$ cat src/dvt_pkg.sv
// Shared types and constants for the dispense valve tick timers.
// No dependencies.
package dvt_pkg;

	typedef enum logic [2:0] {
		ACT_TICK         = 3'd0,
		ACT_START_DISP   = 3'd1,
		ACT_LOAD_BEEP    = 3'd2,
		ACT_LOAD_MS      = 3'd3,
		ACT_LOAD_SOAK    = 3'd4,
		ACT_START_DELAY  = 3'd5,
		ACT_CLEAR_FLAGS  = 3'd6,
		ACT_CLEAR_SECS   = 3'd7
	} action_t;

	typedef enum logic [1:0] {
		VALVE_OFF  = 2'd0,
		VALVE_HIGH = 2'd1,
		VALVE_HOLD = 2'd2
	} valve_t;

	localparam logic [5:0]  BOOST_TICKS     = 6'd45;
	localparam logic [3:0]  SUB_MS_RELOAD   = 4'd10;
	localparam logic [4:0]  KEY_RELOAD      = 5'd20;
	localparam logic [9:0]  BLINK_FIRST     = 10'd1000;
	localparam logic [9:0]  BLINK_RELOAD    = 10'd900;
	localparam logic [9:0]  BLINK_OFF_POINT = 10'd250;
	localparam logic [9:0]  SECOND_RELOAD   = 10'd1000;
	localparam logic [15:0] MAX16           = 16'hFFFF;
	localparam logic [15:0] PAUSE_RESET     = 16'd300;

	localparam int IN_DATA_W  = 32;
	localparam int IN_USER_W  = 3;
	localparam int OUT_DATA_W = 80;

	// Packed lowest field last, so valve_drive lands in bit 0.
	typedef struct packed {
		logic [15:0] pressure_seconds;
		logic [15:0] idle_seconds;
		logic        delay_done;
		logic [15:0] soak_seconds_left;
		logic [15:0] ms_timer_left;
		logic        second_flag;
		logic        blink_off_flag;
		logic        blink_on_flag;
		logic        key_scan_pulse;
		logic        beep_on;
		logic        dispensing;
		logic [1:0]  valve_drive;
	} result_t;

	function automatic logic [15:0] sat16(input logic [31:0] v);
		return (|v[31:16]) ? MAX16 : v[15:0];
	endfunction

	function automatic logic [15:0] up_sat16(input logic [15:0] v);
		return (v == MAX16) ? MAX16 : v + 16'd1;
	endfunction

	function automatic logic [15:0] down16(input logic [15:0] v);
		return (v != 16'd0) ? v - 16'd1 : 16'd0;
	endfunction

endpackage

$ cat src/dvt_timer_core.sv
// Timer state registers and the per-item update: valve sequence, ms prescaler,
// countdowns, blink/second flags. Depends on dvt_pkg.
module dvt_timer_core (
	input  logic              clk,
	input  logic              arst_n,
	input  logic              cfg_wr_en,
	input  logic [15:0]       cfg_wr_data,
	input  logic              step_en,
	input  logic [2:0]        action,
	input  logic [31:0]       value,
	output dvt_pkg::result_t  result
);
	import dvt_pkg::*;

	logic [15:0] pause_cfg_val_q;
	logic        active_q, active_d;
	logic [31:0] dticks_q, dticks_d;
	logic [5:0]  boost_q, boost_d;
	logic [15:0] pause_q, pause_d;
	logic [1:0]  valve_q, valve_d;
	logic [3:0]  sub_ms_q, sub_ms_d;
	logic [4:0]  key_pre_q, key_pre_d;
	logic [9:0]  blink_pre_q, blink_pre_d;
	logic [9:0]  sec_pre_q, sec_pre_d;
	logic [9:0]  soak_pre_q, soak_pre_d;
	logic [15:0] beep_q, beep_d;
	logic [15:0] ms_cnt_q, ms_cnt_d;
	logic [15:0] soak_q, soak_d;
	logic [15:0] elapsed_q, elapsed_d;
	logic [15:0] target_q, target_d;
	logic [15:0] idle_q, idle_d;
	logic [15:0] press_q, press_d;
	logic [2:0]  flags_q, flags_d;
	logic        strobe;

	always_ff @(posedge clk or negedge arst_n) begin
		if (!arst_n) begin
			pause_cfg_val_q <= PAUSE_RESET;
		end else if (cfg_wr_en) begin
			pause_cfg_val_q <= cfg_wr_data;
		end
	end

	always_comb begin
		active_d    = active_q;
		dticks_d    = dticks_q;
		boost_d     = boost_q;
		pause_d     = pause_q;
		valve_d     = valve_q;
		sub_ms_d    = sub_ms_q;
		key_pre_d   = key_pre_q;
		blink_pre_d = blink_pre_q;
		sec_pre_d   = sec_pre_q;
		soak_pre_d  = soak_pre_q;
		beep_d      = beep_q;
		ms_cnt_d    = ms_cnt_q;
		soak_d      = soak_q;
		elapsed_d   = elapsed_q;
		target_d    = target_q;
		idle_d      = idle_q;
		press_d     = press_q;
		flags_d     = flags_q;
		strobe      = 1'b0;

		case (action)
			ACT_TICK: begin
				if (active_q && pause_q == 16'd0) begin
					if (boost_q != 6'd0) begin
						if (boost_q >= BOOST_TICKS)
							valve_d = VALVE_HIGH;
						else if (boost_q == 6'd1)
							valve_d = VALVE_HOLD;
						boost_d = boost_q - 6'd1;
					end
					dticks_d = dticks_q - 32'd1;
					if (dticks_d == 32'd0) begin
						valve_d  = VALVE_OFF;
						active_d = 1'b0;
						boost_d  = BOOST_TICKS;
						pause_d  = pause_cfg_val_q;
					end
				end
				sub_ms_d = (sub_ms_q != 4'd0) ? sub_ms_q - 4'd1 : 4'd0;
				if (sub_ms_d == 4'd0) begin
					sub_ms_d  = SUB_MS_RELOAD;
					ms_cnt_d  = down16(ms_cnt_q);
					pause_d   = down16(pause_d);
					beep_d    = down16(beep_q);
					elapsed_d = up_sat16(elapsed_q);

					key_pre_d = (key_pre_q != 5'd0) ? key_pre_q - 5'd1 : 5'd0;
					if (key_pre_d == 5'd0) begin
						key_pre_d = KEY_RELOAD;
						strobe    = 1'b1;
					end

					blink_pre_d = (blink_pre_q != 10'd0) ? blink_pre_q - 10'd1 : 10'd0;
					if (blink_pre_d == 10'd0) begin
						blink_pre_d = BLINK_RELOAD;
						flags_d[0]  = 1'b1;
					end else if (blink_pre_d == BLINK_OFF_POINT) begin
						flags_d[1] = 1'b1;
					end

					sec_pre_d = (sec_pre_q != 10'd0) ? sec_pre_q - 10'd1 : 10'd0;
					if (sec_pre_d == 10'd0) begin
						sec_pre_d = SECOND_RELOAD;
						idle_d    = up_sat16(idle_q);
						press_d   = up_sat16(press_q);
					end

					if (soak_q != 16'd0) begin
						soak_pre_d = (soak_pre_q != 10'd0) ? soak_pre_q - 10'd1 : 10'd0;
						if (soak_pre_d == 10'd0) begin
							soak_pre_d = SECOND_RELOAD;
							soak_d     = soak_q - 16'd1;
							flags_d[2] = 1'b1;
						end
					end
				end
			end
			ACT_START_DISP: begin
				if (value != 32'd0) begin
					dticks_d = value;
					active_d = 1'b1;
				end
			end
			ACT_LOAD_BEEP:  beep_d   = sat16(value);
			ACT_LOAD_MS:    ms_cnt_d = sat16(value);
			ACT_LOAD_SOAK:  soak_d   = sat16(value);
			ACT_START_DELAY: begin
				target_d  = sat16(value);
				elapsed_d = 16'd0;
			end
			ACT_CLEAR_FLAGS: flags_d = 3'b000;
			ACT_CLEAR_SECS: begin
				idle_d  = 16'd0;
				press_d = 16'd0;
			end
			default: ;
		endcase
	end

	always_ff @(posedge clk or negedge arst_n) begin
		if (!arst_n) begin
			active_q    <= 1'b0;
			dticks_q    <= 32'd0;
			boost_q     <= BOOST_TICKS;
			pause_q     <= 16'd0;
			valve_q     <= VALVE_OFF;
			sub_ms_q    <= SUB_MS_RELOAD;
			key_pre_q   <= KEY_RELOAD;
			blink_pre_q <= BLINK_FIRST;
			sec_pre_q   <= SECOND_RELOAD;
			soak_pre_q  <= SECOND_RELOAD;
			beep_q      <= 16'd0;
			ms_cnt_q    <= 16'd0;
			soak_q      <= 16'd0;
			elapsed_q   <= 16'd0;
			target_q    <= 16'd0;
			idle_q      <= 16'd0;
			press_q     <= 16'd0;
			flags_q     <= 3'b000;
		end else if (step_en) begin
			active_q    <= active_d;
			dticks_q    <= dticks_d;
			boost_q     <= boost_d;
			pause_q     <= pause_d;
			valve_q     <= valve_d;
			sub_ms_q    <= sub_ms_d;
			key_pre_q   <= key_pre_d;
			blink_pre_q <= blink_pre_d;
			sec_pre_q   <= sec_pre_d;
			soak_pre_q  <= soak_pre_d;
			beep_q      <= beep_d;
			ms_cnt_q    <= ms_cnt_d;
			soak_q      <= soak_d;
			elapsed_q   <= elapsed_d;
			target_q    <= target_d;
			idle_q      <= idle_d;
			press_q     <= press_d;
			flags_q     <= flags_d;
		end
	end

	always_comb begin
		result.valve_drive       = valve_d;
		result.dispensing        = active_d;
		result.beep_on           = (beep_d != 16'd0);
		result.key_scan_pulse    = strobe;
		result.blink_on_flag     = flags_d[0];
		result.blink_off_flag    = flags_d[1];
		result.second_flag       = flags_d[2];
		result.ms_timer_left     = ms_cnt_d;
		result.soak_seconds_left = soak_d;
		result.delay_done        = (elapsed_d >= target_d);
		result.idle_seconds      = idle_d;
		result.pressure_seconds  = press_d;
	end

	a_valve_off_when_idle: assert property (@(posedge clk) disable iff (!arst_n)
		!active_q |-> valve_q == VALVE_OFF)
		else $error("valve driven with no dispense active");

	a_boost_range: assert property (@(posedge clk) disable iff (!arst_n)
		boost_q <= BOOST_TICKS)
		else $error("boost counter above reload");

	a_sub_ms_range: assert property (@(posedge clk) disable iff (!arst_n)
		sub_ms_q != 4'd0 && sub_ms_q <= SUB_MS_RELOAD)
		else $error("sub-ms prescaler out of range");

	a_active_ticks: assert property (@(posedge clk) disable iff (!arst_n)
		active_q |-> dticks_q != 32'd0)
		else $error("dispense active with zero ticks left");

	a_cfg_hold: assert property (@(posedge clk) disable iff (!arst_n)
		!cfg_wr_en |=> $stable(pause_cfg_val_q))
		else $error("pause register changed without a write");

endmodule

$ cat src/dispense_valve_tick_timers.sv
// Top level of the dispense valve tick timers: input register, timer core,
// output register. Depends on dvt_pkg and dvt_timer_core.
//
// Usage:
//   Slave channel s_*: one item per command; s_tuser carries the action
//   (0 tick of 100 us, 1 start dispense, 2 load beep, 3 load ms timer,
//   4 load soak, 5 start delay, 6 clear flags, 7 clear second counters),
//   s_tdata the 32-bit operand.
//   Master channel m_*: one result item per input item, the timer state
//   right after that item.
//   cfg_wr_en/cfg_wr_data write the post-dispense pause in ms (reset 300);
//   write only while no item is in flight.
//   m_tvalid rises once an accepted item has passed the input register and
//   then the output register. Throughput: one item per cycle while m_tready
//   is high; the input register and the output register each hold one
//   item, and the state update is combinational logic between them.
//   When m_tready is low the output register holds, the input register
//   still fills, and s_tready drops only once both are full.
//   Reset (arst_n low) clears all counters to their power-up values,
//   empties both registers, and restores the pause register to 300.
module dispense_valve_tick_timers (
	input  logic                            clk,
	input  logic                            arst_n,
	input  logic                            cfg_wr_en,
	input  logic [15:0]                     cfg_wr_data,
	input  logic                            s_tvalid,
	output logic                            s_tready,
	input  logic [dvt_pkg::IN_DATA_W-1:0]   s_tdata,  // value[31:0]
	input  logic [dvt_pkg::IN_USER_W-1:0]   s_tuser,  // action[2:0]
	output logic                            m_tvalid,
	input  logic                            m_tready,
	// valve_drive[1:0], dispensing[2], beep_on[3], key_scan_pulse[4],
	// blink_on_flag[5], blink_off_flag[6], second_flag[7], ms_timer_left[23:8],
	// soak_seconds_left[39:24], delay_done[40], idle_seconds[56:41],
	// pressure_seconds[72:57], zero[79:73]
	output logic [dvt_pkg::OUT_DATA_W-1:0]  m_tdata
);
	import dvt_pkg::*;

	logic        valid_s1;
	logic [2:0]  action_s1;
	logic [31:0] value_s1;
	logic        m_valid_q;
	result_t     result;
	result_t     result_q;
	logic        advance;
	logic        step_en;

	assign advance  = !m_valid_q || m_tready;
	assign s_tready = !valid_s1 || advance;
	assign step_en  = valid_s1 && advance;

	always_ff @(posedge clk or negedge arst_n) begin
		if (!arst_n) begin
			valid_s1 <= 1'b0;
		end else if (s_tvalid && s_tready) begin
			valid_s1 <= 1'b1;
		end else if (advance) begin
			valid_s1 <= 1'b0;
		end
	end

	always_ff @(posedge clk) begin
		if (s_tvalid && s_tready) begin
			action_s1 <= s_tuser;
			value_s1  <= s_tdata;
		end
	end

	dvt_timer_core u_core (
		.clk         (clk),
		.arst_n      (arst_n),
		.cfg_wr_en   (cfg_wr_en),
		.cfg_wr_data (cfg_wr_data),
		.step_en     (step_en),
		.action      (action_s1),
		.value       (value_s1),
		.result      (result)
	);

	always_ff @(posedge clk or negedge arst_n) begin
		if (!arst_n) begin
			m_valid_q <= 1'b0;
		end else if (step_en) begin
			m_valid_q <= 1'b1;
		end else if (m_tready) begin
			m_valid_q <= 1'b0;
		end
	end

	always_ff @(posedge clk) begin
		if (step_en)
			result_q <= result;
	end

	assign m_tvalid = m_valid_q;
	assign m_tdata  = {{(OUT_DATA_W - $bits(result_t)){1'b0}}, result_q};

	a_stall_blocks: assert property (@(posedge clk) disable iff (!arst_n)
		valid_s1 && m_valid_q && !m_tready |-> !s_tready)
		else $error("input taken while both registers are full");

	a_no_drop: assert property (@(posedge clk) disable iff (!arst_n)
		m_valid_q && !m_tready |=> m_valid_q && $stable(result_q))
		else $error("stalled result lost or changed");

	a_step_fills: assert property (@(posedge clk) disable iff (!arst_n)
		step_en |=> m_valid_q)
		else $error("processed item did not reach the output register");

endmodule

$ cat config.mk
export PLATFORM = sky130hd
export DESIGN_NAME = dispense_valve_tick_timers
export DESIGN_NICKNAME = d
export VERILOG_FILES = /design/src/dvt_pkg.sv /design/src/dvt_timer_core.sv /design/src/dispense_valve_tick_timers.sv
export SDC_FILE = /design/constraint.sdc
export NUM_CORES = 1
export LEC_CHECK = 0
export BUFFER_PORTS_ARGS = -buffer_cell sky130_fd_sc_hd__buf_4
export CAP_MARGIN = 20
export CORE_ASPECT_RATIO = 0.75
export CORE_UTILIZATION = 51
export CTS_CLUSTER_SIZE = 24
export DETAILED_ROUTE_END_ITERATION = 12
export PLACE_DENSITY = 0.81
export SYNTH_ARGS = -nofsm -noshare
export SYNTH_HDL_FRONTEND = slang
export SYNTH_SLANG_ARGS = --single-unit
$ cat constraint.sdc
create_clock -name clk -period 5.5 [get_ports clk]
set_input_delay 1.1 -clock clk [delete_from_list [all_inputs] [get_ports clk]]
set_output_delay 1.1 -clock clk [all_outputs]
set_load 0.005 [all_outputs]
==> impl_summary.txt, run 1 <==
----------------------------------------------------
[Outcome]
  Status ... finished, final reports clean

[Placement]
  Final GP Congestion ... ~0.97
  Post-placement cell area ... ~21000 um2
  IO Port Bufs ... 130
  Placed wire-length estimate ... between 30 and 40 mm
  Post-placement setup slack ... roughly 0.81 ns

[Layout]
  Post-route design area ... 22100 um2
  Fraction of layout instances using a drive strength above 1 ... 14.8%
  FILL cells ... between 3000 and 4000
  Sequential cell area ... between 9000 and 10000 um2
  Number of nets in the layout ... between 2000 and 2500
  Synthesis-to-layout area growth ... 12.9%
  Combined area of the multi-input logic cells ... just under 10000 um2

[Clocking]
  Post CTS Setup Buffer Count ... 0
  Clock root buffer ... sky130_fd_sc_hd__clkbuf_16
  Clock latency on the worst-skew pair ... between 0.5 and 0.6 ns
  CTS buffer count ... 36
  Clock H-tree levels ... 2
  Buffer depth of the longest clock path ... 3
  CTS tree ... yes
  Sink Count ... between 300 and 400
  Number of cells upsized or downsized after cts ... 0
  Clock slew at reported path FFs ... approximately 0.06 ns
  Number of buffers inserted by hold repair at cts ... 0

[STA]
  Hold Fails Final Rpt ... 0
  Fin crit share ... 87.3%
  Highest attainable clock frequency ... approximately 0.21 GHz
  Setup tns final ... 0 ns
  Final period demand of the worst path ... just under 5 ns
  Final hold slack ... 0.479 ns
  Final Slew Violations ... 0
  Unrepaired setup endpoints after global routing ... no
  Slack of the critical path ... between 0.6 and 0.7 ns
  Headroom to the max-slew limit ... a little over 30%
  Worst-Margin Slew ... roughly 1.0 ns
  Final setup violation count ... 0
  Clock skew after layout ... ~0.014 ns

[Logic synthesis]
  Synthesized-area fraction occupied by adder cells ... between 2 and 2.5%
  Main flop type after synthesis ... sky130_fd_sc_hd__dfrtp_1
  Combinational family with the most area after synthesis ... simple AND/OR/NAND/NOR gates
  Number of distinct standard cells referenced by the synthesized netlist ... 84
  Mux contribution to synthesized area ... about 3.2%
  Compound-gate portion of the synthesized area ... roughly 20%
  Syn avg cell area ... between 8 and 9 um2
  Simple-gate area share of the yosys netlist ... roughly a quarter
  Summed instance area of the synthesized netlist ... around 20000 um2
  Gate count after technology mapping ... 2191
  Fraction of registers with async set or reset after synthesis ... about two thirds
  Post-synth EDFFs ... 108
  Yosys warnings ... 0
  Number of synthesized register bits ... 337
  Sequential-to-total area share from yosys stat ... a little under half
  Post-synthesis share of cell area spent on xor and xnor gates ... 1.03%

[Setup path]
  Reg-to-Reg Start ... u_core.dticks_q[10]
  Critical-path cell with the highest stage delay ... sky130_fd_sc_hd__or4_1
  Cell count along the critical path ... 15
  Critical-path cell list ... nor4_2, nand2_1, or4_1, or3_4, and4_4, and3_1, a21oi_1, ha_1, nand2_1, nor2_1, nand2_1, or3_1, o31ai_1, a211oi_1, a211oi_1
  Critical path capture point type ... register
  Crit path max-delay family ... simple AND/OR/NAND/NOR gates
  Type of origin of the critical path ... register
  Delay of the slowest cell on the worst path ... around 0.77 ns
  WP data arrival ... 5.25 ns
  Critical path required time ... ~6 ns
  Max FO, Critical Path ... 12
  Reg-to-Reg End ... u_core.pause_q[8]
  Crit path buffers/inverters ... 0
  R2R depth ... 15
  FF-to-FF setup slack ... ~0.70 ns
  Most common cell on crit path ... sky130_fd_sc_hd__nand2_1
  Setup Crit Path Kind ... reg2reg

[Global routing]
  Remaining Overflow, GRT ... 0
  Largest net degree at the start of global routing ... 97
  GRT Overall Usage ... approximately 28%
  Via count of the first global-routing pass ... about 16000
  Global-route wire length before repair ... between 80 and 90 mm
  Antenna violations before repair ... 1

[Die]
  Floorplan die height ... between 150 and 200 um
  CORE AREA ... 37400 um2
  Initial core utilization ... between 50 and 60%
  Total I/O pin count ... around 140
  Die W ... 228 um
  Number of standard-cell rows in the floorplan ... between 60 and 70
  Die area ... around 39000 um2

[Run]
  Max-cap viol count ... 0

[Power]
  Leakage component of the power ... ~8.6 nW
  Total power ... 8.11 mW
  Power density over the cells ... 368 nW/um2
  Maximum VDD drop ... around 250 uV

[Detailed routing]
  Detailed Routing Iterations Pass 1 ... 7
  Final routed wirelength across all metal layers ... 56.2 mm
  Total number of vias ... around 18000
  DRC viols ... 0
  Average detailed-routed wire length per instance ... around 20 um
  Routed via count divided by cell count ... ~6.4
  Drt initial violations ... between 2000 and 2500
  Post-route ant nets ... 0

[Min path]
  Depth of the worst hold-timing path ... 2
  End point of the worst hold path ... u_core.flags_q[1]
  Worst min path class ... reg2reg
  Worst Hold Launch ... u_core.flags_q[1]

----------------------------------------------------
## worst reg2reg max path: cells and delay by family (launching register included)
family                   cells  cell delay [ns]
adder cells (fa/ha/maj)      1             0.20
AND/OR/NAND/NOR             10             3.33
AO/OA/AOI/OAI                4             0.69
flip-flops                   1             0.47
## sequential cells by signal, summed over array words and instances (netlist names), 2 cells and up
signal / flops
action_s1: 3
u_core.soak_pre_q: 10
u_core.press_q: 16
u_core.elapsed_q: 16
u_core.pause_q: 16
u_core.beep_q: 16
u_core.pause_cfg_val_q: 16
u_core.valve_q: 2
u_core.flags_q: 3
u_core.sec_pre_q: 10
u_core.sub_ms_q: 4
m_tdata: 73
u_core.idle_q: 16
value_s1: 32
u_core.dticks_q: 32
u_core.boost_q: 6
u_core.soak_q: 16
u_core.blink_pre_q: 10
u_core.target_q: 16
u_core.ms_cnt_q: 16
u_core.key_pre_q: 5
## synthesized netlist by cell type, types with 7 or more instances
| library cell | n | area, um2 |
|---|---|---|
| sky130_fd_sc_hd__nand4_1 | 34 | 213 |
| sky130_fd_sc_hd__nand3b_1 | 13 | 97.6 |
| sky130_fd_sc_hd__nor3_1 | 86 | 430 |
| sky130_fd_sc_hd__or2_2 | 24 | 150 |
| sky130_fd_sc_hd__buf_2 | 8 | 40.0 |
| sky130_fd_sc_hd__nor4b_1 | 13 | 114 |
| sky130_fd_sc_hd__nand2_1 | 259 | 972 |
| sky130_fd_sc_hd__edfxtp_1 | 108 | 3240 |
| sky130_fd_sc_hd__a21o_1 | 15 | 113 |
| sky130_fd_sc_hd__dfrtp_1 | 199 | 4980 |
| sky130_fd_sc_hd__a31oi_1 | 25 | 156 |
| sky130_fd_sc_hd__mux2i_1 | 12 | 120 |
| sky130_fd_sc_hd__a311oi_1 | 8 | 70.1 |
| sky130_fd_sc_hd__inv_1 | 57 | 214 |
| sky130_fd_sc_hd__or3_1 | 50 | 313 |
| sky130_fd_sc_hd__o21a_1 | 10 | 75.1 |
| sky130_fd_sc_hd__o21ai_0 | 235 | 1180 |
| sky130_fd_sc_hd__xnor2_1 | 12 | 105 |
| sky130_fd_sc_hd__a211oi_1 | 13 | 97.6 |
| sky130_fd_sc_hd__buf_4 | 7 | 52.6 |
| sky130_fd_sc_hd__and3_1 | 19 | 119 |
| sky130_fd_sc_hd__o31ai_1 | 26 | 195 |
| sky130_fd_sc_hd__o32ai_1 | 7 | 61.3 |
| sky130_fd_sc_hd__nor2_1 | 210 | 788 |
| sky130_fd_sc_hd__a21oi_1 | 147 | 736 |
| sky130_fd_sc_hd__xor2_1 | 11 | 96.3 |
| sky130_fd_sc_hd__o22ai_1 | 25 | 156 |
| sky130_fd_sc_hd__a211o_1 | 9 | 78.8 |
| sky130_fd_sc_hd__a22o_1 | 7 | 61.3 |
| sky130_fd_sc_hd__dfstp_2 | 30 | 788 |
| sky130_fd_sc_hd__and2_1 | 14 | 87.6 |
| sky130_fd_sc_hd__a31o_2 | 7 | 61.3 |
| sky130_fd_sc_hd__clkbuf_1 | 100 | 375 |
| sky130_fd_sc_hd__ha_1 | 34 | 425 |
| sky130_fd_sc_hd__o221ai_1 | 11 | 96.3 |
| sky130_fd_sc_hd__mux2_2 | 45 | 507 |
| sky130_fd_sc_hd__nand2b_1 | 16 | 100 |
| sky130_fd_sc_hd__o311ai_0 | 10 | 87.6 |
| sky130_fd_sc_hd__nand3_1 | 68 | 340 |
| sky130_fd_sc_hd__or4_1 | 18 | 135 |
| sky130_fd_sc_hd__nor4_1 | 51 | 319 |
| sky130_fd_sc_hd__o211ai_1 | 24 | 180 |
## layout make-up
cell class | instances | area share (%)
Antenna cell | 1 | 0.0113
Clock buffer | 49 | 4.54
Clock inverter | 13 | 0.539
Inverter | 59 | 1.01
Multi-Input combinational cell | 1678 | 44.7
Sequential cell | 337 | 40.8
Tap cell | 504 | 2.86
Timing Repair Buffer | 160 | 5.53
## logic make-up (layout without fill, tap and decap cells)
| kind of cell | count (synthesis) | after routing |
|---|---|---|
| AOI/OAI and AO/OA | 644 | 644 |
| DFF | 337 | 337 |
| buffers and inverters | 182 | 281 |
| xor gates and xnor gates | 23 | 23 |
| muxes | 57 | 57 |
| and+or+nand+nor | 913 | 913 |
| adders and majority gates | 34 | 34 |
| other | 1 | 8 |
## cells in the final DEF (no fill, tap or decap), drive strengths merged, types with 26 or more instances in the layout
cell type | Yosys | final
nor3 | 88 | 88
ha | 34 | 34
dfstp | 30 | 30
o31ai | 26 | 26
nor4 | 55 | 55
nand3 | 68 | 68
o21ai | 235 | 235
nand2 | 261 | 261
nor2 | 210 | 210
nand4 | 35 | 35
inv | 57 | 58
clkbuf | 100 | 49
mux2 | 45 | 45
dfrtp | 199 | 199
buf | 23 | 160
a21oi | 147 | 147
edfxtp | 108 | 108
or3 | 51 | 51
## how the worst max path moves through the flow
stage | start | to | slack (ns)
after detailed placement | u_core.dticks_q[10] | u_core.pause_q[8] | 0.81
after floorplan | m_tready | m_tdata[0] | 1.05
after global placement | u_core.dticks_q[10] | u_core.pause_q[8] | 0.93
final | u_core.dticks_q[10] | u_core.pause_q[8] | 0.70
after CTS | u_core.dticks_q[10] | u_core.pause_q[8] | 0.79
after global routing | u_core.dticks_q[10] | u_core.pause_q[8] | 0.33
## through the flow
stage / utilization [%] / std cells
global placement: 56.0 / 2738
global route: 59.0 / 2800
floorplan: - / 2197
CTS: 59.0 / 2800
finish: 59.0 / 2801
detailed placement: 56.0 / 2738
## per-layer routing
layer	global-route usage [%]	wire length (um)	vias up	share of wire (%)
li1	-	-	8341	-
met1	41.2	25200	8621	45
met2	42.0	23900	948	43
met3	6.30	5690	121	10
met4	8.26	1320	0	2.4
met5	0	0	-	0
## where the power goes
group	internal [mW]	total, mW	switching, mW
Combinational	0.864	2.13	1.27
Clock	1.37	2.38	1.01
Sequential	3.07	3.60	0.535
Total	5.30	8.11	2.82
Power figures use the tool's default switching activity.
==> inputs of run 2 (changes only) <==
--- a/config.mk
+++ b/config.mk
@@ -5,13 +5,14 @@
 export SDC_FILE = /design/constraint.sdc
 export NUM_CORES = 1
 export LEC_CHECK = 0
+export ABC_AREA = 1
 export BUFFER_PORTS_ARGS = -buffer_cell sky130_fd_sc_hd__buf_4
 export CAP_MARGIN = 20
 export CORE_ASPECT_RATIO = 0.75
-export CORE_UTILIZATION = 51
+export CORE_UTILIZATION = 58
 export CTS_CLUSTER_SIZE = 24
 export DETAILED_ROUTE_END_ITERATION = 12
-export PLACE_DENSITY = 0.81
+export PLACE_DENSITY = 0.89
 export SYNTH_ARGS = -nofsm -noshare
 export SYNTH_HDL_FRONTEND = slang
 export SYNTH_SLANG_ARGS = --single-unit
==> run 2 against run 1 <==
  * Via count rose by 2.8%
  * Clock skew rose by 0.021 ns
  * Die area fell by 11%
  * Critical endpoint is now m_tdata[40]
==> impl_summary.txt, run 2 <==
----------------------------------------------------
[STA]
  Hold Fails Final Rpt ... 0 (unchanged)
  Highest attainable clock frequency ... 0.236 GHz (+13%)
  Slack of the critical path ... 1.26 ns (+0.559 ns)
  Headroom to the max-slew limit ... 39.8% (+9.5 points)
  Fin crit share ... 77.2% (-10 points)
  Unrepaired setup endpoints after global routing ... no
  Worst-Margin Slew ... 0.903 ns (-0.138 ns)
  Final Slew Violations ... 0 (unchanged)
  Final setup violation count ... 0 (unchanged)
  Clock skew after layout ... 0.0344 ns (+0.0208 ns)
  Setup tns final ... 0 ns (unchanged)
  Final period demand of the worst path ... 4.24 ns (-0.559 ns)

[Logic synthesis]
  Number of distinct standard cells referenced by the synthesized netlist ... 60 (-29%)
  Cell types with the highest counts after synthesis ... sky130_fd_sc_hd__nand2_1, sky130_fd_sc_hd__inv_1, sky130_fd_sc_hd__o21ai_0
  Summed instance area of the synthesized netlist ... 19700 um2 (+0.65%)
  Largest area contributor in the synthesized netlist ... sky130_fd_sc_hd__dfrtp_1
  Post-synth EDFFs ... 108 (unchanged)
  Sequential-to-total area share from yosys stat ... 45.8% (-0.30 points)
  Gate count after technology mapping ... 2529 (+15%)
  Cell types with the largest area share after synthesis ... sky130_fd_sc_hd__dfrtp_1, sky130_fd_sc_hd__edfxtp_1, sky130_fd_sc_hd__nand2_1
  Top cell type's share of synthesized area ... 25.3% (-0.17 points)
  Most frequently used cell type in the post-synthesis netlist ... sky130_fd_sc_hd__nand2_1
  Fraction of registers with async set or reset after synthesis ... 68.0% (unchanged)
  Yosys warnings ... 0 (unchanged)
  Number of synthesized register bits ... 337 (unchanged)
  Syn avg cell area ... 7.78 um2 (-13%)
  Main flop type after synthesis ... sky130_fd_sc_hd__dfrtp_1

[Clocking]
  Number of buffers inserted by hold repair at cts ... 0 (unchanged)
  Buffer depth of the longest clock path ... 3 (unchanged)
  Post CTS Setup Buffer Count ... 0 (unchanged)
  CTS tree ... yes
  Clock latency on the worst-skew pair ... 0.55 ns (about the same)
  Sink Count ... 337 (unchanged)
  Clock root buffer ... sky130_fd_sc_hd__clkbuf_16
  Clock H-tree levels ... 2 (unchanged)
  Number of cells upsized or downsized after cts ... 0 (unchanged)
  Clock slew at reported path FFs ... 0.06 ns (about the same)
  CTS buffer count ... 35 (-2.8%)

[Layout]
  Synthesis-to-layout area growth ... 13.1%
  Finished Layout Cells ... 3116 (+11%)
  Fraction of layout instances using a drive strength above 1 ... 12.0% (-2.8 points)
  Flip-flop count of the largest register after layout ... 73 (unchanged)
  Number of nets in the layout ... 2728 (+15%)
  Top library cells by usage in the layout, fill and taps aside ... sky130_fd_sc_hd__nand2_1, sky130_fd_sc_hd__inv_1, sky130_fd_sc_hd__o21ai_0
  Leading cell type in the layout, fill and taps excluded ... sky130_fd_sc_hd__nand2_1
  FILL cells ... 2700 (-15%)
  Final core utilization ... 66.5% (+7.5 points)

[Global routing]
  Global-route wire length before repair ... 90.1 mm (+1.2%)
  Met3 track demand over resource ... 6.89% (+0.59 points)
  Via count of the first global-routing pass ... 17600 (+7.1%)
  GRT Overall Usage ... 32.3% (+4.0 points)
  Remaining Overflow, GRT ... 0 (unchanged)
  Most Crowded Layer GR ... met2
  Routing usage on met1 ... 45.0% (+3.8 points)
  Antenna violations before repair ... 1 (unchanged)
  GRT met2 Usage ... 50.0% (+8.0 points)
  Largest net degree at the start of global routing ... 207 (+110%)

[Detailed routing]
  Total number of vias ... 18500 (+2.8%)
  Drt initial violations ... 2176 (-13%)
  DRC viols ... 0 (unchanged)
  Routed via count divided by cell count ... 5.95 (-7.6%)
  Post-route ant nets ... 0 (unchanged)
  Detailed Routing Iterations Pass 1 ... 6 (-1)
  Final routed wirelength across all metal layers ... 56.1 mm (-0.19%)
  Average detailed-routed wire length per instance ... 18.0 um (-10%)

[Power]
  Leakage component of the power ... 10.1 nW (+17%)
  Maximum VDD drop ... 324 uV (+28%)
  Total power ... 10.7 mW (+32%)
  Power density over the cells ... 480 nW/um2 (+31%)

[Run]
  Max-cap viol count ... 0 (unchanged)

[Die]
  Total I/O pin count ... 138 (unchanged)
  Initial core utilization ... 58.8% (+6.5 points)
  CORE AREA ... 33500 um2 (-11%)
  Floorplan die height ... 161 um (-5.9%)
  Number of standard-cell rows in the floorplan ... 58 (-4.9%)
  Die W ... 215 um (-5.9%)
  Die area ... 34700 um2 (-11%)

[Setup path]
  Critical path required time ... 5.78 ns (-0.16 ns)
  WP data arrival ... 4.52 ns (-0.73 ns)
  Max FO, Critical Path ... 26 (+14)
  Setup Crit Path Kind ... reg2reg
  Start point of the critical path ... action_s1[0]
  Reg-to-Reg Start ... action_s1[0]
  Critical path capture point type ... register
  Type of origin of the critical path ... register

[Placement]
  Final GP Congestion ... 1.01 (+4.0%)
  Post-placement setup slack ... 1.40 ns (+0.588 ns)
  IO Port Bufs ... 130 (unchanged)
  Placed wire-length estimate ... 40.3 mm (+4.6%)
  Total instance count after detailed placement ... 3050 (+11%)

[Min path]
  Worst Hold Launch ... u_core.pause_q[10]
  Worst min path class ... reg2reg

[Outcome]
  Status ... finished, final reports clean

----------------------------------------------------
[run 2: cell types whose count changed after synthesis, sizes merged, moves of 28 or more]
cell / delta
a21oi: -75
clkbuf: -44
inv: +287
mux2: -43
nand2: +360
nand3: +53
nand4: +32
nor2: +65
nor3: -41
nor4: -32
o21ai: +64
o221ai: +28
or3: -50
[run 2: where the power goes]
| group | internal [mW] | switching, mW |
|---|---|---|
| Clock | 1.42 | 1.05 |
| Combinational | 1.40 | 2.68 |
| Sequential | 3.46 | 0.667 |
| Total | 6.29 | 4.39 |
[run 2: cell type report]
type	instances	area [um2]	area share [%]
tap	450	563	2.53
clock buffer	48	997	4.48
sequential	337	9010	40.5
timing repair buffer	148	1150	5.18
inverter	348	1320	5.92
antenna	1	2.50	0.0113
multi-input combinational	1768	9020	40.6
clock inverter	16	174	0.782
[run 2: path summary, 6_finish.rpt]
check | end | slack (ns) | depth (start not counted)
max reg2reg | m_tdata[40] | 1.26 | 18
max | m_tdata[40] | 1.26 | 18
min reg2reg | u_core.pause_q[10] | 0.49 | 2
min in group asynchronous | u_core.idle_q[3] | 0.65 | 1
min | u_core.pause_q[10] | 0.49 | 2
max in group asynchronous | u_core.target_q[7] | 3.65 | 2
[run 2: layer usage]
layer | routed length, um | vias up
li1 | - | 8678
met1 | 23500 | 8695
met2 | 24800 | 1008
met3 | 5850 | 163
met4 | 1880 | 0
met5 | 0 | -
[run 2: logic make-up (layout without fill, tap and decap cells)]
logic type                 count (synthesis)  in the layout  share of synthesized area (%)
and+or+nand+nor                         1164           1164                           26.2
AOI/OAI and AO/OA                        509            509                           14.9
buffers and inverters                    430            560                           8.52
DFF                                      337            337                           45.8
xor gates and xnor gates                  46             46                           2.05
adders and majority gates                 34             34                           2.16
muxes                                      8              8                          0.420
other                                      1              8                         0.0191
[run 2: critical path, cell delays in order, from the launching register on]
cell and delay (ns):
sky130_fd_sc_hd__edfxtp_1 0.50, sky130_fd_sc_hd__nor2_1 0.17, sky130_fd_sc_hd__buf_4 0.22, sky130_fd_sc_hd__inv_2 0.12, sky130_fd_sc_hd__nor2_4 0.38, sky130_fd_sc_hd__inv_2 0.39, sky130_fd_sc_hd__nor2_1 0.41, sky130_fd_sc_hd__nand2_1 0.13
sky130_fd_sc_hd__nand3_1 0.13, sky130_fd_sc_hd__ha_1 0.24, sky130_fd_sc_hd__a21boi_0 0.13, sky130_fd_sc_hd__o21a_1 0.18, sky130_fd_sc_hd__o21a_1 0.16, sky130_fd_sc_hd__o21a_1 0.16, sky130_fd_sc_hd__o21a_1 0.16, sky130_fd_sc_hd__o211ai_1 0.16
sky130_fd_sc_hd__a21oi_1 0.09, sky130_fd_sc_hd__o21ai_0 0.15, sky130_fd_sc_hd__o211ai_1 0.10
[run 2: per-stage QoR]
| stage | hold WS (ns) | area [um2] |
|---|---|---|
| 2_1_floorplan | 0.448 | 19700 |
| 3_3_place_gp | 0.461 | 21000 |
| 3_5_place_dp | 0.467 | 21000 |
| 4_1_cts | 0.488 | 22200 |
| 5_1_grt | 0.511 | 22200 |
| 6_report | 0.488 | 22200 |
